## src/rtl/cre_pkg.sv

```systemverilog
// Package for the character range expander: payload types, queue command, character codes.
`timescale 1ns / 1ps
package cre_pkg;

  // Character codes
  localparam logic [7:0] ChDash  = 8'h2D;
  localparam logic [7:0] ChZero  = 8'h30;
  localparam logic [7:0] ChNine  = 8'h39;
  localparam logic [7:0] ChUpA   = 8'h41;
  localparam logic [7:0] ChUpZ   = 8'h5A;
  localparam logic [7:0] ChLowA  = 8'h61;
  localparam logic [7:0] ChLowZ  = 8'h7A;

  // Configuration port
  localparam int unsigned CfgAddrW    = 3;
  localparam int unsigned CfgDataW    = 32;
  localparam logic [0:0]  CfgWrapIdx  = 1'b0;
  localparam logic        WrapEnReset = 1'b1;

  // Command queue between front and back
  localparam int unsigned CmdFifoDepth = 2;

  typedef struct packed {
    logic [7:0] in_char;
    logic       in_last;
  } in_item_t;

  typedef struct packed {
    logic [7:0] out_char;
    logic       run_last;
    logic       string_end;
  } out_item_t;

  // Up to two inclusive character runs, emitted in order.
  typedef struct packed {
    logic       seg1_en;
    logic [7:0] seg1_lo;
    logic [7:0] seg1_hi;
    logic       seg2_en;
    logic [7:0] seg2_lo;
    logic [7:0] seg2_hi;
    logic       last;
  } cmd_t;

endpackage

```

## src/rtl/cre_front.sv

```systemverilog
// Front end: takes characters, tracks the pending dash and turns each item into a run command.
`timescale 1ns / 1ps
module cre_front (
  input  logic              clk_i,
  input  logic              rst_ni,
  input  logic              accept_i,
  input  cre_pkg::in_item_t item_i,
  input  logic              wrap_en_i,
  output logic              cmd_push_o,
  output cre_pkg::cmd_t     cmd_o
);

  logic [7:0] prev_char_q, prev_char_d;
  logic       prev_valid_q, prev_valid_d;
  logic       dash_held_q, dash_held_d;

  logic [7:0] c;
  logic [7:0] lo;
  logic       lo_dig, lo_low, lo_up, c_dig, c_low, c_up, same;
  cre_pkg::cmd_t cmd;

  assign c      = item_i.in_char;
  assign lo     = prev_char_q;
  assign lo_dig = (lo >= cre_pkg::ChZero) && (lo <= cre_pkg::ChNine);
  assign lo_low = (lo >= cre_pkg::ChLowA) && (lo <= cre_pkg::ChLowZ);
  assign lo_up  = (lo >= cre_pkg::ChUpA)  && (lo <= cre_pkg::ChUpZ);
  assign c_dig  = (c >= cre_pkg::ChZero)  && (c <= cre_pkg::ChNine);
  assign c_low  = (c >= cre_pkg::ChLowA)  && (c <= cre_pkg::ChLowZ);
  assign c_up   = (c >= cre_pkg::ChUpA)   && (c <= cre_pkg::ChUpZ);
  assign same   = (lo_dig && c_dig) || (lo_low && c_low) || (lo_up && c_up);

  always_comb begin
    cmd          = '0;
    cmd.last     = item_i.in_last;
    prev_char_d  = prev_char_q;
    prev_valid_d = prev_valid_q;
    dash_held_d  = dash_held_q;
    if (c == cre_pkg::ChDash) begin
      if (dash_held_q) begin
        // earlier dash goes out literally; this one stays held, or goes out too if last
        cmd.seg1_en = 1'b1;
        cmd.seg1_lo = cre_pkg::ChDash;
        cmd.seg1_hi = cre_pkg::ChDash;
        cmd.seg2_en = item_i.in_last;
        cmd.seg2_lo = cre_pkg::ChDash;
        cmd.seg2_hi = cre_pkg::ChDash;
        prev_char_d = cre_pkg::ChDash;
      end else if (prev_valid_q && !item_i.in_last) begin
        dash_held_d = 1'b1;
      end else begin
        cmd.seg1_en  = 1'b1;
        cmd.seg1_lo  = cre_pkg::ChDash;
        cmd.seg1_hi  = cre_pkg::ChDash;
        prev_char_d  = cre_pkg::ChDash;
        prev_valid_d = 1'b1;
      end
    end else begin
      if (dash_held_q) begin
        if (same && (lo <= c)) begin
          // x-x is a valid empty run
          cmd.seg1_en = (lo != c);
          cmd.seg1_lo = lo + 8'd1;
          cmd.seg1_hi = c;
        end else if (wrap_en_i && lo_low && c_up) begin
          cmd.seg1_en = (lo != cre_pkg::ChLowZ);
          cmd.seg1_lo = lo + 8'd1;
          cmd.seg1_hi = cre_pkg::ChLowZ;
          cmd.seg2_en = 1'b1;
          cmd.seg2_lo = cre_pkg::ChUpA;
          cmd.seg2_hi = c;
        end else begin
          cmd.seg1_en = 1'b1;
          cmd.seg1_lo = cre_pkg::ChDash;
          cmd.seg1_hi = cre_pkg::ChDash;
          cmd.seg2_en = 1'b1;
          cmd.seg2_lo = c;
          cmd.seg2_hi = c;
        end
        dash_held_d = 1'b0;
      end else begin
        cmd.seg1_en = 1'b1;
        cmd.seg1_lo = c;
        cmd.seg1_hi = c;
      end
      prev_char_d  = c;
      prev_valid_d = 1'b1;
    end
    if (item_i.in_last) begin
      prev_char_d  = '0;
      prev_valid_d = 1'b0;
      dash_held_d  = 1'b0;
    end
  end

  assign cmd_o      = cmd;
  assign cmd_push_o = accept_i && (cmd.seg1_en || cmd.seg2_en);

  always_ff @(posedge clk_i or negedge rst_ni) begin
    if (!rst_ni) begin
      prev_char_q  <= '0;
      prev_valid_q <= 1'b0;
      dash_held_q  <= 1'b0;
    end else if (accept_i) begin
      prev_char_q  <= prev_char_d;
      prev_valid_q <= prev_valid_d;
      dash_held_q  <= dash_held_d;
    end
  end

  // a held dash always has a character before it
  assert property (@(posedge clk_i) disable iff (!rst_ni) dash_held_q |-> prev_valid_q)
    else $error("dash held without previous character");

endmodule

```

## src/rtl/cre_cmd_fifo.sv

```systemverilog
// Small flop-based queue of run commands between front and back.
`timescale 1ns / 1ps
module cre_cmd_fifo #(
  parameter int unsigned Depth = cre_pkg::CmdFifoDepth
) (
  input  logic          clk_i,
  input  logic          rst_ni,
  input  logic          push_i,
  input  cre_pkg::cmd_t data_i,
  output logic          full_o,
  input  logic          pop_i,
  output logic          empty_o,
  output cre_pkg::cmd_t data_o
);

  localparam int unsigned PtrW = (Depth > 1) ? $clog2(Depth) : 1;
  localparam int unsigned CntW = $clog2(Depth + 1);

  cre_pkg::cmd_t mem_q [Depth];
  logic [PtrW-1:0] wr_ptr_q, rd_ptr_q;
  logic [CntW-1:0] count_q;
  logic            do_push, do_pop;

  assign full_o  = (count_q == CntW'(Depth));
  assign empty_o = (count_q == '0);
  assign do_push = push_i && !full_o;
  assign do_pop  = pop_i && !empty_o;
  assign data_o  = mem_q[rd_ptr_q];

  always_ff @(posedge clk_i) begin
    if (do_push) begin
      mem_q[wr_ptr_q] <= data_i;
    end
  end

  always_ff @(posedge clk_i or negedge rst_ni) begin
    if (!rst_ni) begin
      wr_ptr_q <= '0;
      rd_ptr_q <= '0;
      count_q  <= '0;
    end else begin
      if (do_push) begin
        wr_ptr_q <= (wr_ptr_q == PtrW'(Depth - 1)) ? '0 : wr_ptr_q + 1'b1;
      end
      if (do_pop) begin
        rd_ptr_q <= (rd_ptr_q == PtrW'(Depth - 1)) ? '0 : rd_ptr_q + 1'b1;
      end
      if (do_push && !do_pop) begin
        count_q <= count_q + 1'b1;
      end else if (do_pop && !do_push) begin
        count_q <= count_q - 1'b1;
      end
    end
  end

  assert property (@(posedge clk_i) disable iff (!rst_ni) count_q <= CntW'(Depth))
    else $error("command queue overfilled");

endmodule

```

## src/rtl/cre_back.sv

```systemverilog
// Back end: walks each run command one character per cycle into the output register while that register is free.
`timescale 1ns / 1ps
module cre_back (
  input  logic               clk_i,
  input  logic               rst_ni,
  input  logic               cmd_empty_i,
  input  cre_pkg::cmd_t      cmd_i,
  output logic               cmd_pop_o,
  output logic               empty_o,
  input  logic               pop_i,
  output cre_pkg::out_item_t item_o
);

  logic       act_q;
  logic [7:0] cur_q, end_q;
  logic       pend_q;
  logic [7:0] s2_lo_q, s2_hi_q;
  logic       last_q;
  logic       out_valid_q;
  cre_pkg::out_item_t out_q;

  logic slot_free, step, at_end, fin;

  assign slot_free = !out_valid_q || pop_i;
  assign step      = act_q && slot_free;
  assign at_end    = (cur_q == end_q);
  assign fin       = at_end && !pend_q;
  assign cmd_pop_o = !act_q && !cmd_empty_i;
  assign empty_o   = !out_valid_q;
  assign item_o    = out_q;

  always_ff @(posedge clk_i) begin
    if (cmd_pop_o) begin
      s2_lo_q <= cmd_i.seg2_lo;
      s2_hi_q <= cmd_i.seg2_hi;
      last_q  <= cmd_i.last;
    end
    if (step) begin
      out_q.out_char   <= cur_q;
      out_q.run_last   <= fin;
      out_q.string_end <= fin && last_q;
    end
  end

  always_ff @(posedge clk_i or negedge rst_ni) begin
    if (!rst_ni) begin
      act_q       <= 1'b0;
      cur_q       <= '0;
      end_q       <= '0;
      pend_q      <= 1'b0;
      out_valid_q <= 1'b0;
    end else begin
      if (cmd_pop_o) begin
        act_q <= 1'b1;
        if (cmd_i.seg1_en) begin
          cur_q  <= cmd_i.seg1_lo;
          end_q  <= cmd_i.seg1_hi;
          pend_q <= cmd_i.seg2_en;
        end else begin
          cur_q  <= cmd_i.seg2_lo;
          end_q  <= cmd_i.seg2_hi;
          pend_q <= 1'b0;
        end
      end else if (step) begin
        if (!at_end) begin
          cur_q <= cur_q + 8'd1;
        end else if (pend_q) begin
          cur_q  <= s2_lo_q;
          end_q  <= s2_hi_q;
          pend_q <= 1'b0;
        end else begin
          act_q <= 1'b0;
        end
      end
      if (step) begin
        out_valid_q <= 1'b1;
      end else if (pop_i) begin
        out_valid_q <= 1'b0;
      end
    end
  end

  assert property (@(posedge clk_i) disable iff (!rst_ni) act_q |-> (cur_q <= end_q))
    else $error("run counter past its end");
  assert property (@(posedge clk_i) disable iff (!rst_ni)
                   (out_valid_q && out_q.string_end) |-> out_q.run_last)
    else $error("string end without run end");

endmodule

```

## src/rtl/char_range_expander_unit.sv

```systemverilog
// Top level of the character range expander: config register, front, command queue, back.
`timescale 1ns / 1ps
// An accepted item's command passes through the command queue and the back end's run counter into the output register.
// Throughput: one input item per cycle while the command queue has room; the back end
//   emits one character per cycle while the output register is free, after loading each new
//   run command; one command expands to at most 51 characters.
// Reset (async, active low): no pending dash, no previous character, queue and output
//   register empty, wrap_enable = 1.
module char_range_expander_unit #(
  parameter int unsigned CmdFifoDepth = cre_pkg::CmdFifoDepth
) (
  input  logic                           clk_i,
  input  logic                           rst_ni,
  // input item queue side
  input  logic                           push,
  output logic                           full,
  input  cre_pkg::in_item_t              in_item_i,
  // result queue side
  output logic                           empty,
  input  logic                           pop,
  output cre_pkg::out_item_t             out_item_o,
  // APB-style config port
  input  logic                           psel,
  input  logic                           penable,
  input  logic                           pwrite,
  input  logic [cre_pkg::CfgAddrW-1:0]   paddr,
  input  logic [cre_pkg::CfgDataW-1:0]   pwdata,
  output logic [cre_pkg::CfgDataW-1:0]   prdata,
  output logic                           pready
);

  // Config register: one bit at byte address 0; paddr[2] is the register index.
  logic wrap_enable_q;
  logic cfg_wr, cfg_hit;

  assign pready  = 1'b1;
  assign cfg_hit = (paddr[2] == cre_pkg::CfgWrapIdx);
  assign cfg_wr  = psel && penable && pwrite && pready;
  assign prdata  = cfg_hit ? {{(cre_pkg::CfgDataW-1){1'b0}}, wrap_enable_q} : '0;

  always_ff @(posedge clk_i or negedge rst_ni) begin
    if (!rst_ni) begin
      wrap_enable_q <= cre_pkg::WrapEnReset;
    end else if (cfg_wr && cfg_hit) begin
      wrap_enable_q <= pwdata[0];
    end
  end

  // Front: classification happens in the accept cycle; only items that produce
  // output push a command. Input stalls while the command queue is full.
  logic          cmd_full, cmd_empty, cmd_push, cmd_pop;
  cre_pkg::cmd_t cmd_in, cmd_out;
  logic          accept;

  assign full   = cmd_full;
  assign accept = push && !cmd_full;

  cre_front u_front (
    .clk_i      (clk_i),
    .rst_ni     (rst_ni),
    .accept_i   (accept),
    .item_i     (in_item_i),
    .wrap_en_i  (wrap_enable_q),
    .cmd_push_o (cmd_push),
    .cmd_o      (cmd_in)
  );

  cre_cmd_fifo #(
    .Depth (CmdFifoDepth)
  ) u_cmd_fifo (
    .clk_i   (clk_i),
    .rst_ni  (rst_ni),
    .push_i  (cmd_push),
    .data_i  (cmd_in),
    .full_o  (cmd_full),
    .pop_i   (cmd_pop),
    .empty_o (cmd_empty),
    .data_o  (cmd_out)
  );

  // Back: expands one command at a time into the registered result slot.
  cre_back u_back (
    .clk_i       (clk_i),
    .rst_ni      (rst_ni),
    .cmd_empty_i (cmd_empty),
    .cmd_i       (cmd_out),
    .cmd_pop_o   (cmd_pop),
    .empty_o     (empty),
    .pop_i       (pop),
    .item_o      (out_item_o)
  );

endmodule

```

## config.mk

```make
export PLATFORM = sky130hd
export DESIGN_NAME = char_range_expander_unit
export DESIGN_NICKNAME = d
export VERILOG_FILES = /design/src/rtl/cre_pkg.sv /design/src/rtl/cre_front.sv /design/src/rtl/cre_cmd_fifo.sv /design/src/rtl/cre_back.sv /design/src/rtl/char_range_expander_unit.sv
export SDC_FILE = /design/constraint.sdc
export NUM_CORES = 1
export LEC_CHECK = 0
export CORE_MARGIN = 2
export CORE_UTILIZATION = 45
export CTS_BUF_LIST = sky130_fd_sc_hd__clkbuf_4 sky130_fd_sc_hd__clkbuf_8
export DETAILED_ROUTE_END_ITERATION = 10
export DONT_BUFFER_PORTS = 1
export GPL_ROUTABILITY_DRIVEN = 0
export PLACE_DENSITY = 0.68
export SYNTH_ARGS = -nofsm -noshare
export SYNTH_HDL_FRONTEND = slang
export SYNTH_HIERARCHICAL = 1
export SYNTH_SLANG_ARGS = --single-unit
```

## constraint.sdc

```tcl
create_clock -name clk_i -period 3.3 [get_ports clk_i]
set_clock_uncertainty 0.05 [all_clocks]
set_input_delay 0.165 -clock clk_i [delete_from_list [all_inputs] [get_ports clk_i]]
set_output_delay 0.165 -clock clk_i [all_outputs]
set_load 0.05 [all_outputs]
```

; Word level (Yosys, flattened, before mapping)
; Memory sizes are Yosys's and may differ from the RTL's.
; Index checks and enable logic that the tools add are counted.
[classes]
addsub = 6
order_cmp = 13
n_eq_ne = 10
muxes = 48
n_bitwise = 1
n_reduce_logical = 50
[ops]
columns = op, n
row1 = 2-to-1 mux 17 bit, 7
row2 = 2-to-1 mux 8 bit, 14
row3 = 2-to-1 mux 34 bit, 2
row4 = "greater-or-equal comparator 8 x 7 -> 1 bit, second input constant", 4
row5 = "less-or-equal comparator 8 x 7 -> 1 bit, second input constant", 4
row6 = logical AND 1 bit, 26
row7 = 2-to-1 mux 1 bit, 23
row8 = "adder 8 x 1 -> 8 bit, second input constant", 2
row9 = "greater-or-equal comparator 8 x 6 -> 1 bit, second input constant", 2
row10 = "less-or-equal comparator 8 x 6 -> 1 bit, second input constant", 2
row11 = nonzero test 2 bit, 5
row12 = AND reduction 3 bit, 3
row13 = "equality test 8 x 6 -> 1 bit, second input constant", 1
row14 = equality test 8 bit, 1
row15 = less-or-equal comparator 8 bit, 1
row16 = zero test 1 bit, 8
row17 = "!= test 8 x 7 -> 1 bit, second input constant", 1
row18 = != test 8 bit, 1
row19 = "!= test 3 bit, second input constant", 2
row20 = AND reduction 2 bit, 3
row21 = logical OR 1 bit, 4
row22 = 2-to-1 mux 2 bit, 2
row23 = "!= test 4 x 3 -> 1 bit, second input constant", 1
row24 = "!= test 3 x 1 -> 1 bit, second input constant", 1
row25 = 7 further kinds, 8
[word_totals]
register_bits = 61
ramBits = 70
input_bits = 51
output_inout_bits = 45
elab_cells = 147
mem_count = 1
[memory_table]
columns = name, depth, word_bits, read_ports, rd_clocked_by_memory_dff, wr, line_no
row1 = u_cmd_fifo.mem_q, 2, 35, 1, 0, 1, cre_cmd_fifo.sv:19  ; cre_pkg::cmd_t mem_q [Depth];

; Longest topological paths before layout
; Gate-level depths: netlist (run 1).
[logic_depth]
depth_word = 16
ltp_mapped = 14
mapped_depth_nobuf = 14

; Cells and area by module
; The synthesis (run 1) kept the hierarchy.
[by_module_without_submodules]
columns = mod, instances, cells_each, area_each_um2
row1 = cre_cmd_fifo, 1, 128, 2872.8
row2 = cre_back, 1, 178, 2214.6
row3 = cre_front, 1, 170, 1265.0
row4 = char_range_expander_unit, 1, 39, 309.0

; Worst setup path before layout (run 1)
; No wires, ideal clock.
[synth_timing]
kind = register to register
start = register u_cmd_fifo.count_q[0]
end = memory u_cmd_fifo/mem_q[0][0] in the netlist's numbering (enable)
setup_ps = 427
arrival_ps = 3316
slack_ps = -493
stages_incl_launch_ff = 10
n_path_buf = 2
period_less_slack_ps = 3793
path_cell_list = dfrtp_1 nand2b_1 inv_1 nor2b_1 or2b_4 buf_8 buf_8 a21oi_1 nand2_1 nor2_1
[synth_via]
elab_chain_cells = 7
[synth_rtl]
columns = element, line_no
row1 = "start, declared", cre_cmd_fifo.sv:21  ; logic [CntW-1:0] count_q;
row2 = "start signal, assigned", cre_cmd_fifo.sv:49  ; count_q <= count_q + 1'b1;
row3 = "start signal, assigned", cre_cmd_fifo.sv:51  ; count_q <= count_q - 1'b1;
row4 = equality test 2 bit, cre_cmd_fifo.sv:24  ; assign full_o = (count_q == CntW'(Depth));
row5 = via full, char_range_expander_unit.sv:16  ; output logic full,
row6 = zero test 1 bit, char_range_expander_unit.sv:56  ; assign accept = push && !cmd_full;
row7 = logical AND 1 bit, char_range_expander_unit.sv:56
row8 = via accept, char_range_expander_unit.sv:53  ; logic accept;
row9 = logical AND 1 bit, cre_front.sv:96  ; assign cmd_push_o = accept_i && (cmd.seg1_en || cmd.seg2_en);
row10 = via cmd_push, char_range_expander_unit.sv:51  ; logic cmd_full, cmd_empty, cmd_push, cmd_pop;
row11 = logical AND 1 bit, cre_cmd_fifo.sv:26  ; assign do_push = push_i && !full_o;
row12 = 2-to-1 mux 1 bit, cre_cmd_fifo.sv:31  ; if (do_push) begin
row13 = 2-to-1 mux 1 bit (not written as such), cre_cmd_fifo.sv:32  ; mem_q[wr_ptr_q] <= data_i;
row14 = "end, declared", cre_cmd_fifo.sv:19
; The timed path passes the listed nets, and every way through them passes these cells.

; Worst setup path after layout (run 1)
[layout_timing]
start = register u_cmd_fifo.count_q[0]
end = memory u_cmd_fifo/mem_q[1][29] in the netlist's numbering (enable)
; The elaborated chain is that of the path after synthesis.

==> results.toml, run 1 <==
[clock_network]
cts_sinks = 131
clkLatencyLatePin_ns = 0.43
h-tree-depth = 4
clk_pin_slew_ns = 0.07
cts_tree = "yes"
clockRootBuffer = "clkbuf_8"
cts_setup_buffers = 0
clockBufferDepth = 2
cts_buffers = 17
ctsResizeCount = 0

[synth]
yosysUniqueCellTypes = 73
syn_avg_cell_area_um2 = 12.9
yosys.area.top_type = "edfxtp_1"
syn_area_um2 = 6660
synth.most_common_cell = "edfxtp_1"
synth_flop_cell = "edfxtp_1"
synthCells = 515
synth_area_leaders = "edfxtp_1 44%, dfrtp_1 12%, mux2_4 6.5%, buf_4 3.7%, ha_1 2.4%"
ys_warn_count = 6
yosys_register_bits = 131
yosysTopAreaCellShare = 0.437
async_flop_share = 0.260
yosysSeqAreaShare = 0.565
synth_edf_count = 97
yosys-top-cells-count = "97 x edfxtp_1, 40 x nor2_1, 33 x buf_4, 33 x dfrtp_1, 29 x mux2_4"

[floorplanning]
fp.dieH_um = 126
core_um2 = 14500
initial_utilization = 0.460
rows = 44
chipWidth_um = 126
ios = 96
die-area_um2 = 15800

[global_route]
grt-ovfl-total = 0
grt_usage = 0.168
grt_max_degree = 36
antenna_found_initial = 0
grt_first_pass_wirelength_mm = 20.8
grt_pass1_vias = 4008

[pwr]
p_comb_frac = 0.272
p_sw_w = 0.00186
vdd_drop_max_v = 0.000387
p_clk_frac = 0.252
power.density_nw_per_um2 = 783
swShare = 0.331
p_int_w = 0.00377
p_leak_nw = 2.74
p_seq_frac = 0.476

[sta]
rsz0062_at_grt = "false"
worst_slew_pin_slew_ns = 0.581
setup_violations = 0
fin_hold_ws_ns = 0.0214
period_needed_ns = 2.81
final-hold-violation-count = 0
slew_violations = 0
timing.final.crit_share = 0.851
slew_headroom = 0.611
tns_ns = 0
max_freq_ghz = 0.356

[place]
placed_area_um2 = 6670
dp_hpwl_mm = 8.80
io_buffer_count = 0

[cells_and_area]
areaGrowthSynthToFinish_pct = 8.06
insertedDiodeCount = 0
nets = 594
final_cell_area_um2 = 7200
final_layout_size_suffix_gt1_frac = 0.177

[worst_setup_path]
worst-path-max-fanout = 35
rr_worst_depth = 7
regToRegEndpoint = "u_cmd_fifo/mem_q[1][29]"
cp_data_required_time_ns = 3.32
crit_chain = "nand2b_1 > inv_1 > nor2b_1 > or2b_4 > a21oi_1 > and3_1 > buf_4"
path_class = "reg2reg"
ff2ff_setup_slack_ns = 0.49
start_kind = "register"
max_stage_delay_ns = 0.43
crit_slowest_cell = "dfrtp_1"
path_delay_family = "simple AND/OR/NAND/NOR gates"
arrival_ns = 2.83
crit-reg2reg-launch = "u_cmd_fifo/count_q[0]"
crit_path_end_kind = "register"
critPathBufInv = 2

[flow_run]
max_cap_viol_count = 0

[hold_path]
hold_class = "in2reg"
whs_path_depth = 2
min_to = "u_front/lo[5]"
hold_start = "in_item_i[6]"

[routing]
drc = 0
ant_nets = 0
drt_iter0_markers = 416
num_vias = 4008
drt_pass1_iterations = 5
wl_mm = 12.7
wl_per_cell_um = 17.4
via_per_inst = 5.51

[run_status]
status = "complete, no violations"
[cell type report]
cell class | instances | area, µm²
Multi-Input combinational cell | 341 | 2520
Clock inverter | 12 | 163
Tap cell | 184 | 230
Timing Repair Buffer | 18 | 183
Fill cell | 1246 | 7280
Clock buffer | 20 | 256
Inverter | 21 | 78.8
Sequential cell | 131 | 3770
[registers in the layout, indices dropped and copies added, names as in the netlist]
name	count
wrap_enable_q	1
u_back/end_q	8
u_back/last_q	1
u_cmd_fifo/rd_ptr_q	1
u_back/out_valid_q	1
u_front/lo	8
u_back/act_q	1
u_back/s2_hi_q	8
u_back/item_o	10
u_cmd_fifo/count_q	2
u_back/pend_q	1
u_back/cur_q	8
u_front/dash_held_q	1
u_back/s2_lo_q	8
u_cmd_fifo/mem_q	70
u_front/prev_valid_q	1
u_cmd_fifo/wr_ptr_q	1
[cell usage in the layout (no fill, tap or decap), drive strengths merged, types with 4 or more instances in the layout]
cell,n
edfxtp,97
nor2,41
mux2,38
dfrtp,33
conb,32
a21oi,24
nand2,21
inv,20
clkbuf,20
xnor2,17
mux2i,13
ha,13
o21ai,13
a211oi,12
nor2b,10
nand3,10
o31ai,10
dlygate4sd3,9
buf,9
a221o,8
nor3,8
clkinv,7
nor4,7
a31oi,6
and3,6
nand4,6
bufinv,4
xor2,4
[power groups by stage]
stage | Combinational (W) | Clock [W] | Sequential (W)
final | 0.00153 | 0.00142 | 0.00268
after global routing | 0.00168 | 0.00153 | 0.00272
after CTS | 0.00154 | 0.00145 | 0.00268
after detailed placement | 0.00149 | 0 | 0.00271
after global placement | 0.00144 | 0 | 0.00269
after floorplan | 0.00130 | 0 | 0.00259
[worst register-to-register path: cells and delay by family, from the launching register on]
family          cells  cell delay (ns)
simple gates        4             1.12
buf+inv             2             0.63
flops               1             0.43
compound gates      1             0.22
[layer usage]
layer / vias to the layer above / track usage / wire, µm / part of all wire
met2: 161 / 0.275 / 6240 / 0.49
met5: - / 0 / 0 / 0
met4: 0 / 0.0503 / 127 / 0.010
met3: 14 / 0.0489 / 819 / 0.065
met1: 1947 / 0.218 / 5470 / 0.43
li1: 1886 / - / - / -
[worst max-delay path by stage]
| stage | startpoint | endpoint | slack, ns | cells past startpoint |
|---|---|---|---|---|
| final | u_cmd_fifo/count_q[0] | u_cmd_fifo/mem_q[1][29] | 0.49 | 7 |
| after global routing | u_cmd_fifo/count_q[0] | u_cmd_fifo/mem_q[1][28] | 0.31 | 7 |
| after CTS | u_cmd_fifo/count_q[0] | u_cmd_fifo/mem_q[1][28] | 0.43 | 7 |
| after detailed placement | u_cmd_fifo/count_q[0] | u_cmd_fifo/mem_q[1][13] | 0.46 | 7 |
| after global placement | u_cmd_fifo/count_q[0] | u_cmd_fifo/mem_q[1][12] | 0.52 | 7 |
| after floorplan | u_cmd_fifo/count_q[0] | u_cmd_fifo/mem_q[0][0] | 0.08 | 9 |
[cells by family after synthesis]
family / after synthesis / synth area share
adder cells (fa/ha/maj): 13 / 0.0244
XOR/XNOR: 21 / 0.0276
AO/OA/AOI/OAI: 94 / 0.100
other: 2 / 0.00113
buffers and inverters: 73 / 0.0736
multiplexers: 51 / 0.100
AND/OR/NAND/NOR: 130 / 0.108
flip-flops: 131 / 0.565
[through the flow]
stage	utilization	total power, W	instances	setup WS (ns)
3_3_place_gp	0.461	0.00413	685	0.521
3_5_place_dp	0.461	0.00421	685	0.456
6_report	0.497	0.00563	727	0.492
2_1_floorplan	-	0.00389	545	0.0830
5_1_grt	0.497	0.00593	727	0.310
4_1_cts	0.497	0.00567	727	0.434
[what timing repair did]
| item | 4_1_cts | 5_1_grt |
|---|---|---|
| hold buffers | 10 | 0 |
| endpoints found under the setup margin | 0 | 0 |
| endpoints found under the hold margin | 52 | 0 |
Power figures use the tool's default switching activity.
==> run 2: changes to the inputs <==
--- a/config.mk
+++ b/config.mk
@@ -7,7 +7,7 @@
 export LEC_CHECK = 0
 export CORE_MARGIN = 2
 export CORE_UTILIZATION = 45
-export CTS_BUF_LIST = sky130_fd_sc_hd__clkbuf_4 sky130_fd_sc_hd__clkbuf_8
+export CTS_BUF_LIST = sky130_fd_sc_hd__clkbuf_16
 export DETAILED_ROUTE_END_ITERATION = 10
 export DONT_BUFFER_PORTS = 1
 export GPL_ROUTABILITY_DRIVEN = 0
==> run 2 against run 1 <==
Compared with the run above:
- sequential power about the same
- final area grew 2.1%
- first-iteration DRC count down 6.3%
- sequential share of layout area fell by 1.1 points
- via count is 0.90% lower
- highest routed layer unchanged
==> results.toml, run 2 (synthesis gave the netlist of run 1 again) <==
[place]
dp_cells = 685
dp_slack_ns = 0.456
io_buffer_count = 0
dp_hpwl_mm = 8.80

[cells_and_area]
seq_area_um2 = 3770
multi_input_area_um2 = 2520
regMostFlops = "u_cmd_fifo/mem_q"
nets = 591
areaGrowthSynthToFinish_pct = 10.3
largest_reg_flops = 70
layout_commonest_cell = "edfxtp_1"
fill_cells = 1243
final_layout_size_suffix_gt1_frac = 0.172
final_cell_mix = "97 x edfxtp_1, 39 x nor2_1, 32 x conb_1, 32 x dfrtp_1, 29 x mux2_4"
instances_no_fill = 724
insertedDiodeCount = 0

[global_route]
antenna_found_initial = 0
grt_usage = 0.171
grt_pass1_vias = 3999
grt_max_degree = 36
grt_first_pass_wirelength_mm = 21.0
grt-ovfl-total = 0

[clock_network]
clk_pin_slew_ns = 0.05
ctsResizeCount = 0
clockBufferDepth = 2
clockRootBuffer = "clkbuf_16"
cts_tree = "yes"
h-tree-depth = 4
clkLatencyLatePin_ns = 0.42
cts_sinks = 131
cts_buffers = 17

[sta]
slew_headroom = 0.613
worst_slew_pin_slew_ns = 0.579
period_needed_ns = 2.82
timing.final.crit_share = 0.856
setup_violations = 0
slew_violations = 0
rsz0062_at_grt = "false"
fin_hold_ws_ns = 0.0317
final-hold-violation-count = 0
tns_ns = 0
max_freq_ghz = 0.354
layout_setup_ws_ns = 0.477

[routing]
drt_pass1_iterations = 5
drt_iter0_markers = 390
num_vias = 3972
wl_per_cell_um = 17.7
via_per_inst = 5.49
ant_nets = 0
wl_mm = 12.8
drc = 0

[worst_setup_path]
worst-path-max-fanout = 35
arrival_ns = 2.82
start_kind = "register"
cp_data_required_time_ns = 3.30
path_class = "reg2reg"
crit_path_end_kind = "register"

[floorplanning]
core_um2 = 14500
ios = 96
rows = 44
die-area_um2 = 15800
initial_utilization = 0.460
chipWidth_um = 126
fp.dieH_um = 126

[pwr]
p_int_w = 0.00417
p_seq_frac = 0.440
p_sw_w = 0.00193
power.density_nw_per_um2 = 830
p_clk_frac = 0.311
vdd_drop_max_v = 0.000405
swShare = 0.316
p_leak_nw = 2.82
p_comb_frac = 0.250

[flow_run]
max_cap_viol_count = 0

[hold_path]
hold_class = "in2reg"

[run_status]
status = "complete, no violations"
[run 2: final timing paths]
kind                                        from  cells past startpoint                      end  slack (ns)
max                        u_cmd_fifo/count_q[0]                      7  u_cmd_fifo/mem_q[1][29]        0.48
min                                 in_item_i[2]                      4     u_front/prev_valid_q        0.03
max reg2reg                u_cmd_fifo/count_q[0]                      7  u_cmd_fifo/mem_q[1][29]        0.48
min reg2reg                    u_back/s2_hi_q[5]                      1          u_back/end_q[5]        0.43
max in group asynchronous                 rst_ni                      2            wrap_enable_q        2.77
min in group asynchronous                 rst_ni                      2          u_back/cur_q[7]        0.17
[run 2: layout make-up]
type,instances,area share
clock buffer,17,0.0579
clock inverter,15,0.0237
inverter,21,0.0107
multi-input combinational,341,0.343
sequential,131,0.513
tap,184,0.0313
timing repair buffer,15,0.0208
[run 2: power by group through the flow]
stage	sequential [W]	combinational (W)	clock, W
3_3_place_gp	0.00269	0.00144	0
3_5_place_dp	0.00271	0.00149	0
5_1_grt	0.00273	0.00167	0.00201
6_report	0.00268	0.00152	0.00189
2_1_floorplan	0.00259	0.00130	0
4_1_cts	0.00268	0.00153	0.00193
[run 2: through the flow]
| step | util | power (W) | area [µm²] |
|---|---|---|---|
| 2_1_floorplan | - | 0.00389 | 6780 |
| 3_3_place_gp | 0.461 | 0.00413 | 6670 |
| 3_5_place_dp | 0.461 | 0.00421 | 6670 |
| 4_1_cts | 0.508 | 0.00614 | 7350 |
| 5_1_grt | 0.508 | 0.00641 | 7350 |
| 6_report | 0.508 | 0.00610 | 7350 |
[run 2: critical path, stage by stage (launching register included)]
cell and delay [ns]:
dfrtp_1 0.43, nand2b_1 0.17, inv_1 0.23, nor2b_1 0.36
or2b_4 0.40, a21oi_1 0.22, and3_1 0.19, buf_4 0.39
[run 2: routing by layer]
layer	up-vias	share of wire	wire, µm	GRT usage
li1	1882	-	-	-
met1	1933	0.43	5540	0.217
met2	143	0.50	6380	0.281
met3	14	0.061	782	0.0565
met4	0	0.0094	121	0.0471
met5	-	0	0	0
[run 2: repair_timing]
action	CTS	global route
endpoints found under the hold margin	50	0
hold buffers	7	0
setup buffers	0	0
